$ cat src/rtl/core/dvr_pkg.sv
`timescale 1ns / 1ps

package dvr_pkg;

	localparam int NODES     = 16;
	localparam int NODE_W    = $clog2(NODES);
	localparam int COST_W    = 8;
	localparam int CFG_IDX_W = 1;
	localparam int CFG_DW    = 8;

	localparam logic [COST_W-1:0] COST_MAX     = {COST_W{1'b1}};
	localparam logic [COST_W-1:0] DIAMETER_RST = COST_W'(16);

	typedef enum logic [CFG_IDX_W-1:0] {
		CFG_MY_ID    = 1'b0,
		CFG_DIAMETER = 1'b1
	} cfg_reg_t;

	typedef enum logic {
		REQ_LOAD   = 1'b0,
		REQ_ADVERT = 1'b1
	} req_t;

	typedef enum logic {
		ST_IDLE,
		ST_UPDATE
	} state_t;

	typedef struct packed {
		logic              neighbor;
		logic [NODE_W-1:0] hop;
		logic [COST_W-1:0] cost;
	} route_ent_t;

	localparam int ENT_W = $bits(route_ent_t);

endpackage

$ cat src/rtl/core/dvr_ram.sv
`timescale 1ns / 1ps

module dvr_ram #(
	parameter int W = 8,
	parameter int D = 16
) (
	input  logic                 clk,
	input  logic                 we,
	input  logic [$clog2(D)-1:0] waddr,
	input  logic [W-1:0]         wdata,
	input  logic [$clog2(D)-1:0] raddr,
	output logic [W-1:0]         rdata
);

	logic [W-1:0] mem [D];

	always_ff @(posedge clk) begin
		if (we) begin
			mem[waddr] <= wdata;
		end
		rdata <= mem[raddr];
	end

endmodule

$ cat src/rtl/core/distance_vector_route_update_unit.sv
// Distance-vector route update unit. Each item is either a load of a neighbor link
// (req_type 0) or one advertised destination/cost entry (req_type 1); every item gives
// exactly one result. The route table is read for an item in ST_IDLE
// (a duplicated single-port-read RAM, so the sender and destination entries are read
// together); ST_UPDATE then computes and writes the entry back. The next item is taken
// as soon as the write-back cycle ends, while the result waits in the output register;
// the write-back cycle holds only when that register still carries an untaken result.
// Per-entry known and written flags live in flops and clear at reset; an entry that was
// never written reads as zero, so no clearing pass is needed.
// Configuration is taken at any time (cfg_ready is always high).
`timescale 1ns / 1ps

module distance_vector_route_update_unit (
	input  logic                           clk,
	input  logic                           arst_n,
	input  logic                           cfg_valid,
	output logic                           cfg_ready,
	input  logic [dvr_pkg::CFG_IDX_W-1:0]  cfg_index,
	input  logic [dvr_pkg::CFG_DW-1:0]     cfg_data,
	input  logic                           in_valid,
	output logic                           in_ready,
	input  logic                           req_type,
	input  logic [dvr_pkg::NODE_W-1:0]     sender_id,
	input  logic [dvr_pkg::NODE_W-1:0]     adv_dest,
	input  logic [dvr_pkg::COST_W-1:0]     adv_cost,
	input  logic                           neighbor_mark,
	input  logic                           last_entry,
	output logic                           out_valid,
	input  logic                           out_ready,
	output logic                           entry_changed,
	output logic [dvr_pkg::COST_W-1:0]     route_cost_out,
	output logic [dvr_pkg::NODE_W-1:0]     next_hop_out,
	output logic                           entry_skipped,
	output logic                           resend
);

	import dvr_pkg::*;

	state_t state_q, state_n;
	logic   in_fire, upd_fire;

	logic [NODE_W-1:0] my_id_q;
	logic [COST_W-1:0] diameter_q;
	logic [NODES-1:0]  known_q;
	logic [NODES-1:0]  known_set;
	logic [NODES-1:0]  written_q;
	logic              pending_q;

	req_t              type_s1;
	logic [NODE_W-1:0] snd_s1, dst_s1;
	logic [COST_W-1:0] cost_s1;
	logic              mark_s1, last_s1;

	logic [NODE_W-1:0] rd_snd_addr, rd_dst_addr;
	route_ent_t        snd_raw, dst_raw, snd_ent, dst_ent;

	logic              tbl_we;
	logic [NODE_W-1:0] tbl_waddr;
	route_ent_t        tbl_wdata;
	logic              adv_we;

	logic              skip, dst_known, chg, pend_n, rs;
	logic [COST_W:0]   sum_w;
	logic [COST_W-1:0] sum;
	route_ent_t        upd_ent;

	logic              out_valid_q;

	// configuration
	assign cfg_ready = 1'b1;

	always_ff @(posedge clk or negedge arst_n) begin
		if (!arst_n) begin
			my_id_q    <= '0;
			diameter_q <= DIAMETER_RST;
		end else if (cfg_valid) begin
			unique case (cfg_reg_t'(cfg_index))
				CFG_MY_ID:    my_id_q    <= cfg_data[NODE_W-1:0];
				CFG_DIAMETER: diameter_q <= cfg_data[COST_W-1:0];
				default:      ;
			endcase
		end
	end

	// control
	always_comb begin
		state_n = state_q;
		unique case (state_q)
			ST_IDLE:   if (in_valid) state_n = ST_UPDATE;
			ST_UPDATE: if (!out_valid_q || out_ready) state_n = ST_IDLE;
			default:   state_n = ST_IDLE;
		endcase
	end

	always_comb begin
		in_ready = 1'b0;
		upd_fire = 1'b0;
		unique case (state_q)
			ST_IDLE:   in_ready = 1'b1;
			ST_UPDATE: upd_fire = !out_valid_q || out_ready;
			default:   ;
		endcase
	end

	assign in_fire = in_valid && in_ready;

	always_ff @(posedge clk or negedge arst_n) begin
		if (!arst_n) begin
			state_q <= ST_IDLE;
		end else begin
			state_q <= state_n;
		end
	end

	always_ff @(posedge clk) begin
		if (in_fire) begin
			type_s1 <= req_t'(req_type);
			snd_s1  <= sender_id;
			dst_s1  <= adv_dest;
			cost_s1 <= adv_cost;
			mark_s1 <= neighbor_mark;
			last_s1 <= last_entry;
		end
	end

	// route table, duplicated for two reads
	assign rd_snd_addr = (state_q == ST_IDLE) ? sender_id : snd_s1;
	assign rd_dst_addr = (state_q == ST_IDLE) ? adv_dest : dst_s1;

	dvr_ram #(.W(ENT_W), .D(NODES)) u_tbl_snd (
		.clk   (clk),
		.we    (tbl_we),
		.waddr (tbl_waddr),
		.wdata (tbl_wdata),
		.raddr (rd_snd_addr),
		.rdata (snd_raw)
	);

	dvr_ram #(.W(ENT_W), .D(NODES)) u_tbl_dst (
		.clk   (clk),
		.we    (tbl_we),
		.waddr (tbl_waddr),
		.wdata (tbl_wdata),
		.raddr (rd_dst_addr),
		.rdata (dst_raw)
	);

	dvr_ram #(.W(COST_W), .D(NODES * NODES)) u_adv_store (
		.clk   (clk),
		.we    (adv_we),
		.waddr ({snd_s1, dst_s1}),
		.wdata (cost_s1),
		.raddr ({snd_s1, dst_s1}),
		.rdata ()
	);

	// entries never written read as zero
	assign snd_ent = written_q[snd_s1] ? snd_raw : '0;
	assign dst_ent = written_q[dst_s1] ? dst_raw : '0;

	// update
	always_comb begin
		skip      = (dst_s1 == my_id_q);
		dst_known = known_q[dst_s1] || (snd_s1 == dst_s1);
		sum_w     = {1'b0, cost_s1} + {1'b0, snd_ent.cost};
		sum       = sum_w[COST_W] ? COST_MAX : sum_w[COST_W-1:0];
		chg       = 1'b0;
		upd_ent   = dst_ent;
		if (!dst_known) begin
			upd_ent.cost = sum;
			upd_ent.hop  = snd_s1;
			chg          = 1'b1;
		end else if (dst_ent.hop == snd_s1 && dst_ent.cost != sum) begin
			if (sum > diameter_q) begin
				upd_ent.cost = diameter_q;
			end else begin
				upd_ent.cost = sum;
				chg          = 1'b1;
			end
		end else if (dst_ent.cost > sum) begin
			upd_ent.cost = sum;
			upd_ent.hop  = snd_s1;
			chg          = 1'b1;
		end
		if (type_s1 == REQ_LOAD || skip) begin
			chg = 1'b0;
		end
		pend_n = pending_q || chg;
		rs     = (type_s1 == REQ_ADVERT) && last_s1 && pend_n;
	end

	always_comb begin
		tbl_we    = 1'b0;
		tbl_waddr = dst_s1;
		tbl_wdata = upd_ent;
		adv_we    = 1'b0;
		if (upd_fire) begin
			if (type_s1 == REQ_LOAD) begin
				tbl_we             = 1'b1;
				tbl_waddr          = snd_s1;
				tbl_wdata.neighbor = mark_s1;
				tbl_wdata.hop      = snd_s1;
				tbl_wdata.cost     = cost_s1;
			end else if (!skip) begin
				tbl_we = 1'b1;
				adv_we = snd_ent.neighbor;
			end
		end
	end

	always_comb begin
		known_set         = '0;
		known_set[snd_s1] = 1'b1;
		if (tbl_we) begin
			known_set[tbl_waddr] = 1'b1;
		end
	end

	always_ff @(posedge clk or negedge arst_n) begin
		if (!arst_n) begin
			known_q   <= '0;
			pending_q <= 1'b0;
		end else if (upd_fire) begin
			known_q <= known_q | known_set;
			if (type_s1 == REQ_ADVERT) begin
				pending_q <= last_s1 ? 1'b0 : pend_n;
			end
		end
	end

	always_ff @(posedge clk or negedge arst_n) begin
		if (!arst_n) begin
			written_q <= '0;
		end else if (tbl_we) begin
			written_q[tbl_waddr] <= 1'b1;
		end
	end

	// result register
	always_ff @(posedge clk or negedge arst_n) begin
		if (!arst_n) begin
			out_valid_q <= 1'b0;
		end else if (upd_fire) begin
			out_valid_q <= 1'b1;
		end else if (out_ready) begin
			out_valid_q <= 1'b0;
		end
	end

	always_ff @(posedge clk) begin
		if (upd_fire) begin
			entry_changed <= chg;
			entry_skipped <= (type_s1 == REQ_ADVERT) && skip;
			resend        <= rs;
			if (type_s1 == REQ_LOAD) begin
				route_cost_out <= cost_s1;
				next_hop_out   <= snd_s1;
			end else if (skip) begin
				route_cost_out <= dst_ent.cost;
				next_hop_out   <= dst_ent.hop;
			end else begin
				route_cost_out <= upd_ent.cost;
				next_hop_out   <= upd_ent.hop;
			end
		end
	end

	assign out_valid = out_valid_q;

`ifndef SYNTHESIS
	a_accept_then_busy: assert property (@(posedge clk) disable iff (!arst_n)
		in_fire |=> !in_ready)
		else $error("item accepted while an update was in flight");

	a_write_only_in_update: assert property (@(posedge clk) disable iff (!arst_n)
		tbl_we |-> (state_q == ST_UPDATE) && upd_fire)
		else $error("route table written outside the update cycle");

	a_skip_no_change: assert property (@(posedge clk) disable iff (!arst_n)
		out_valid && entry_skipped |-> !entry_changed)
		else $error("skipped entry reported as a change");

	a_pending_set: assert property (@(posedge clk) disable iff (!arst_n)
		upd_fire && chg && !last_s1 |=> pending_q)
		else $error("change not held for the message end");

	a_update_sees_free_slot: assert property (@(posedge clk) disable iff (!arst_n)
		upd_fire |=> out_valid)
		else $error("result lost after update");
`endif

endmodule
$ cat config.mk
export PLATFORM = sky130hd
export DESIGN_NAME = distance_vector_route_update_unit
export DESIGN_NICKNAME = d
export VERILOG_FILES = /design/src/rtl/core/dvr_pkg.sv /design/src/rtl/core/dvr_ram.sv /design/src/rtl/core/distance_vector_route_update_unit.sv
export SDC_FILE = /design/constraint.sdc
export NUM_CORES = 1
export LEC_CHECK = 0
export BUFFER_PORTS_ARGS = -buffer_cell sky130_fd_sc_hd__buf_4
export CAP_MARGIN = 25
export CELL_PAD_IN_SITES_DETAIL_PLACEMENT = 1
export CELL_PAD_IN_SITES_GLOBAL_PLACEMENT = 2
export CORE_MARGIN = 10
export CORE_UTILIZATION = 41
export CTS_CLUSTER_SIZE = 14
export DETAILED_ROUTE_END_ITERATION = 10
export PLACE_DENSITY_LB_ADDON = 0.1
export SKIP_LAST_GASP = 1
export SLEW_MARGIN = 30
export SYNTH_ARGS = -nofsm -noshare
export SYNTH_HDL_FRONTEND = slang
export SYNTH_SLANG_ARGS = --single-unit
$ cat constraint.sdc
create_clock -name clk -period 6.25 [get_ports clk]
set_clock_uncertainty 0.1 [all_clocks]
set_input_delay 0.625 -clock clk [delete_from_list [all_inputs] [get_ports clk]]
set_output_delay 0.625 -clock clk [all_outputs]
set_load 0.005 [all_outputs]
Yosys cells after proc, flatten, opt, wreduce, memory -nomap -nowiden
Memories as Yosys holds them, arrays and structs flattened. A register that Yosys moved wholly into a read port is not among the register bits.
Cells that the tools add are included.
{ "word_totals": {"mem_count": 2, "regBits": 81, "wordCells": 101, "input_bits": 33, "mem_bits_rw": 416} }
{ "op_classes": {"n_mux": 47, "bitwise": 6, "n_lt_le_gt_ge": 7, "add_sub_neg": 1, "n_reduce_logical": 16, "n_eq_ne": 4} }
{ "mem_list": {"columns": ["memory", "depth", "width", "read_ports", "rd_ports_with_merged_regs", "write_ports", "line", "rtl"], "rows": [
  ["u_tbl_dst.mem", 16, 13, 1, 1, 1, "dvr_ram.sv:15", "logic [W-1:0] mem [D];"],
  ["u_tbl_snd.mem", 16, 13, 1, 1, 1, "dvr_ram.sv:15", null]
]} }
{ "ops": {"columns": ["cell", "n"], "rows": [
  ["two-way mux 8 bit", 6],
  ["bitwise OR 16 bit", 3],
  ["two-way mux 13 bit", 3],
  ["two-way mux 4 bit", 7],
  ["two-way mux 12 bit", 2],
  ["two-way mux 1 bit", 22],
  ["> comparator 8 bit", 2],
  ["two-way mux 16 bit", 1],
  ["less-than comparator 4 x 5 -> 1 bit (second input constant)", 3],
  ["binary-select mux 1 bit (select 4 bit)", 3],
  ["== test 4 bit", 3],
  ["adder 8 x 8 -> 9 bit", 1],
  ["demux 1 bit (select 4 bit)", 2],
  ["greater-or-equal comparator 4 x 1 -> 1 bit (second input constant)", 2],
  ["inequality test 8 bit", 1],
  ["logical AND 1 bit", 7],
  ["AND reduction 2 bit", 3],
  ["logical OR 1 bit", 4],
  ["NOT 1 bit", 3],
  ["one-hot mux 1 bit (2 select lines)", 1],
  ["nonzero test 2 bit", 1],
  ["zero test 1 bit", 1]
]} }

Longest topological paths before layout
{ "logic_depth": {"depth_word": 12, "ltp_mapped": 24, "mapped_depth_nobuf": 22} }

Cells and area by module
From an unflattened synthesis, not the netlist that was laid out.
{ "unflattened": {"hier_cells": 1214, "area_unflattened_um2": 21785.9} }
{ "by_module_without_submodules": {"columns": ["mod", "cells_per_inst", "n_inst", "area_per_inst_um2", "seq_area_each_um2"], "rows": [
  ["dvr_ram", 355, 2, 8242.9, 6506.2],
  ["distance_vector_route_update_unit", 504, 1, 5300.1, 2198.4]
]} }

Worst setup path after synthesis
Ideal clock, no wire load.
{ "synth_timing": {"kind": "flip-flop to flip-flop", "startpoint": "reg snd_s1[0]", "endpoint": "mem u_tbl_dst.mem[11][6] (netlist name), data pin", "path_stages_with_launch": 22, "path_slack_ns": -0.102, "t_arrival_ns": 5.968, "synth_period_minus_slack_ns": 6.352, "cell_sequence": "edfxtp_1 > buf_2 > buf_1 > mux4_2 > mux4_2 > and2_1 > ha_1 > fa_1 > a211o_1 > a21boi_0 > nor2_1 > nor2_1 > ha_1 > a21o_1 > a21o_1 > a21o_1 > a311o_1 > or4b_4 > and2_4 > buf_8 > mux2i_1 > o21ai_1"} }
{ "synth_rtl": {"columns": ["item", "line", "rtl"], "rows": [
  ["start, declared", "distance_vector_route_update_unit.sv:50", "logic [NODE_W-1:0] snd_s1, dst_s1;"],
  ["start signal, assigned", "distance_vector_route_update_unit.sv:118", "snd_s1 <= sender_id;"],
  ["end, declared", "dvr_ram.sv:15", null]
]} }

==> out/results.ini <==
[global_routing]
first_global_vias = 9527
grt_max_degree = 49
grt_antenna_before_repair = 1
track_usage_pct = 19.9
grt.overflow.total = 0
grt_first_pass_wirelength_um = 62400

[placed_design]
gp_congestion = 0.853
dp_cells = 1494
placement.io_buffers = 48
detailedPlacementHpwl_um = 27500

[setup_path]
regToRegSetupSlack_ns = 0.24
arrival_ns = 6.20
worst_setup_path_startpoint = snd_s1[0]$_DFFE_PP_
critical_path_class = flop to flop
critPathMaxFanout = 8
reg2reg_to = u_tbl_snd.mem[3][2]$_DFFE_PP_
crit_end_element = flop
r2r_cells = 21
crit-reg2reg-launch = snd_s1[0]$_DFFE_PP_
startpoint_type = flop
endpoint = u_tbl_snd.mem[3][2]$_DFFE_PP_
cp_data_required_time_ns = 6.44

[logic_synthesis]
seq_area_frac_synth_pct = 58.9
synthMuxAreaShare_pct = 17.4
synth_edf_count = 225
synth_top_area_cell = sky130_fd_sc_hd__edfxtp_1
async_set_or_reset_register_ratio_after_synthesis_pct = 16.1
dominantRegCellSynth = sky130_fd_sc_hd__edfxtp_1
synth_cell_types = 82
syn_nets = 1020
synth_top_family_by_area = multiplexers
synth_area_in_xor_xnor_pct = 0.990
post-synth-top-area-fraction_pct = 47.7
yosys.area_share.adder_pct = 1.91
synth_compound_area_share_pct = 9.95
post_synth_and_or_nand_nor_area_fraction_pct = 8.36
netlist_top_cells_area = sky130_fd_sc_hd__edfxtp_1 48%, sky130_fd_sc_hd__mux4_2 14%, sky130_fd_sc_hd__dfrtp_1 8.1%
syn_area_per_cell_um2 = 14.7
synth-warning-count = 0
synth_seq_cells = 292
post_synth_instance_area_mm2 = 0.0142
synthCells = 966

[cts]
cts-root-buf = sky130_fd_sc_hd__clkbuf_16
clock-sinks = 292
cts_max_path_buffers = 3
cts_hold_buf = 0
clk_latency_ns = 0.54
clkSlewWorstSetupHoldPaths_ns = 0.06
cts.htree.levels = 2
cts_tree = done
tritoncts.num_buffers = 34

[drt]
vias_per_cell = 5.88
vias = 9220
detail_route.first_pass.iterations = 5
detail_route.wirelength_um = 42500
detail_route.drc_violations = 0
drt-wirelength-per-cell_um = 27.1
route.antenna.remaining_nets = 0
initialDrtViolationCount = 676

[timing]
worst_pin_slew_ns = 0.810
timing_max_transition_violations_final = 0
post-route-min-period_ns = 6.01
slew_headroom_pct = 46.0
achievable-frequency_mhz = 166
accumulated_negative_setup_slack_ns = 0
layout_worst_path_cycle_share_pct = 96.2
setup_viol = 0
number_of_hold_violations_in_the_final_report = 0
worst_hold_slack_ns = 0.0108

[finish]
mostFrequentLayoutCells = 225 x sky130_fd_sc_hd__edfxtp_1, 133 x sky130_fd_sc_hd__buf_4, 87 x sky130_fd_sc_hd__mux4_2, 56 x sky130_fd_sc_hd__nand2_1, 50 x sky130_fd_sc_hd__nor2_1
layout.nets = 1149
syn2layout_area_growth_pct = 21.3
finalNonFillerCells = 1569
drive_gt1_share_pct = 35.0
final_common_cell = sky130_fd_sc_hd__edfxtp_1

[floorplan]
start_util_pct = 41.9
fp.dieW_um = 206
dieHeight_um = 206
dieArea_mm2 = 0.0424
core-area_mm2 = 0.0338
floorplan.io_pins = 51
placement_rows = 67

[outcome]
status = complete, no violations

[power]
power-per-cell-area_mw_per_mm2 = 659
leakagePower_nw = 6.13
vdd.ir_drop.worst_v = 0.000322

[job]
drv.max_cap_violation_count = 0

[hold_path]
min_path_type = primary input to asynchronous set/reset pin

==> synthesized netlist by cell type, types with 5 or more instances <==
cell	instances
sky130_fd_sc_hd__or2_2	19
sky130_fd_sc_hd__o21ai_0	22
sky130_fd_sc_hd__and2_1	30
sky130_fd_sc_hd__nand4_1	8
sky130_fd_sc_hd__dfxtp_1	20
sky130_fd_sc_hd__a21o_1	6
sky130_fd_sc_hd__nor2_1	53
sky130_fd_sc_hd__a21oi_1	36
sky130_fd_sc_hd__nand2b_1	7
sky130_fd_sc_hd__o21ai_1	7
sky130_fd_sc_hd__nand2_1	58
sky130_fd_sc_hd__dfrtp_1	46
sky130_fd_sc_hd__nor2b_1	16
sky130_fd_sc_hd__buf_1	6
sky130_fd_sc_hd__clkbuf_1	31
sky130_fd_sc_hd__o2111ai_1	5
sky130_fd_sc_hd__o21bai_1	18
sky130_fd_sc_hd__xor2_1	6
sky130_fd_sc_hd__ha_1	20
sky130_fd_sc_hd__xnor2_1	10
sky130_fd_sc_hd__inv_1	27
sky130_fd_sc_hd__edfxtp_1	225
sky130_fd_sc_hd__a211oi_1	23
sky130_fd_sc_hd__a32oi_1	5
sky130_fd_sc_hd__buf_2	9
sky130_fd_sc_hd__a31oi_1	24
sky130_fd_sc_hd__mux4_2	87
sky130_fd_sc_hd__a22oi_1	5
sky130_fd_sc_hd__mux2i_1	28
sky130_fd_sc_hd__mux2_2	14
sky130_fd_sc_hd__nand3_1	10
==> metal layers <==
metal	GRT usage [%]	part of all wire, %	vias up
met4	6.20	2.6	0
met1	26.8	44	4864
li1	-	-	4059
met3	3.57	4.7	71
met2	32.2	49	226
met5	0	0	-
==> per-stage QoR <==
step | total power [W] | setup WS, ns | util [%] | cell area, um2
after CTS | 0.0108 | 0.00171 | 49.7 | 16800
after global placement | 0.00844 | -0.111 | 46.1 | 15600
after detailed placement | 0.00853 | -0.185 | 46.1 | 15600
after floorplan | 0.00645 | 0.0359 | - | 14200
final | 0.0113 | 0.236 | 50.8 | 17200
after global routing | 0.0120 | -0.0170 | 50.8 | 17200
==> report_power, final <==
part	internal, W	leakage [nW]	switching [W]
clock network	0.00120	0.544	0.000803
registers	0.00322	2.74	0.000245
logic	0.00259	2.85	0.00325
==> sequential cells by signal, indices dropped and copies added, names as in the netlist <==
signal / flops
u_tbl_snd.rdata: 8
entry_changed: 1
u_tbl_snd.mem: 180
my_id_q: 4
snd_s1: 4
route_cost_out: 8
entry_skipped: 1
resend: 1
type_s1: 1
next_hop_out: 4
written_q: 16
last_s1: 1
diameter_q: 8
cost_s1: 8
pending_q: 1
u_tbl_dst.mem: 12
out_valid: 1
state_q: 1
u_tbl_dst.rdata: 12
dst_s1: 4
known_q: 16
==> worst min path at each step <==
stage,to,cells after the start
4_1_cts,known_q[4]$_DFFE_PN0P_,1
6_report,known_q[7]$_DFFE_PN0P_,1
3_3_place_gp,known_q[9]$_DFFE_PN0P_,1
2_1_floorplan,diameter_q[0]$_DFFE_PN0P_,0
5_1_grt,known_q[7]$_DFFE_PN0P_,1
3_5_place_dp,known_q[9]$_DFFE_PN0P_,1
==> cell families (layout without fill, tap and decap cells) <==
kind of cell / Yosys count / count (layout)
xor+xnor: 16 / 16
flops: 292 / 292
mux: 132 / 132
other cells: 1 / 2
fa+ha+maj: 21 / 21
buf+inv: 80 / 234
simple gates: 229 / 229
compound gates: 195 / 195
==> repair_timing <==
item,in CTS,in global routing
resized for setup,6,56
endpoints found under the hold margin,0,0
pin swaps,4,28
buffers inserted,4,6
gates cloned,0,3
setup endpoints to repair,132,203
==> area by class of cell <==
cell class,count,area [um2]
inverter,28,105
clock buffer,47,920
sequential,292,8330
multi-input combinational,594,5850
tap,448,561
antenna,1,2.50
fill,3261,16600
timing repair buffer,145,1190
clock inverter,14,205
==> critical path: stages (launching register included) <==
cell                        delay, ns
sky130_fd_sc_hd__edfxtp_1        0.52
sky130_fd_sc_hd__mux4_2          0.55
sky130_fd_sc_hd__mux4_2          0.56
sky130_fd_sc_hd__and2_4          0.19
sky130_fd_sc_hd__ha_4            0.16
sky130_fd_sc_hd__fa_2            0.36
sky130_fd_sc_hd__a211o_1         0.36
sky130_fd_sc_hd__a221o_1         0.32
sky130_fd_sc_hd__xor2_1          0.18
sky130_fd_sc_hd__nor2_2          0.08
sky130_fd_sc_hd__ha_1            0.31
sky130_fd_sc_hd__and4_4          0.25
sky130_fd_sc_hd__nand3_2         0.11
sky130_fd_sc_hd__nand4b_1        0.27
sky130_fd_sc_hd__buf_4           0.20
sky130_fd_sc_hd__a22oi_2         0.22
sky130_fd_sc_hd__buf_6           0.15
sky130_fd_sc_hd__a2111oi_4       0.05
sky130_fd_sc_hd__buf_4           0.18
sky130_fd_sc_hd__a22oi_2         0.23
sky130_fd_sc_hd__a31oi_4         0.19
sky130_fd_sc_hd__clkbuf_16       0.23
Note: power is estimated with default switching activity, not from simulation.
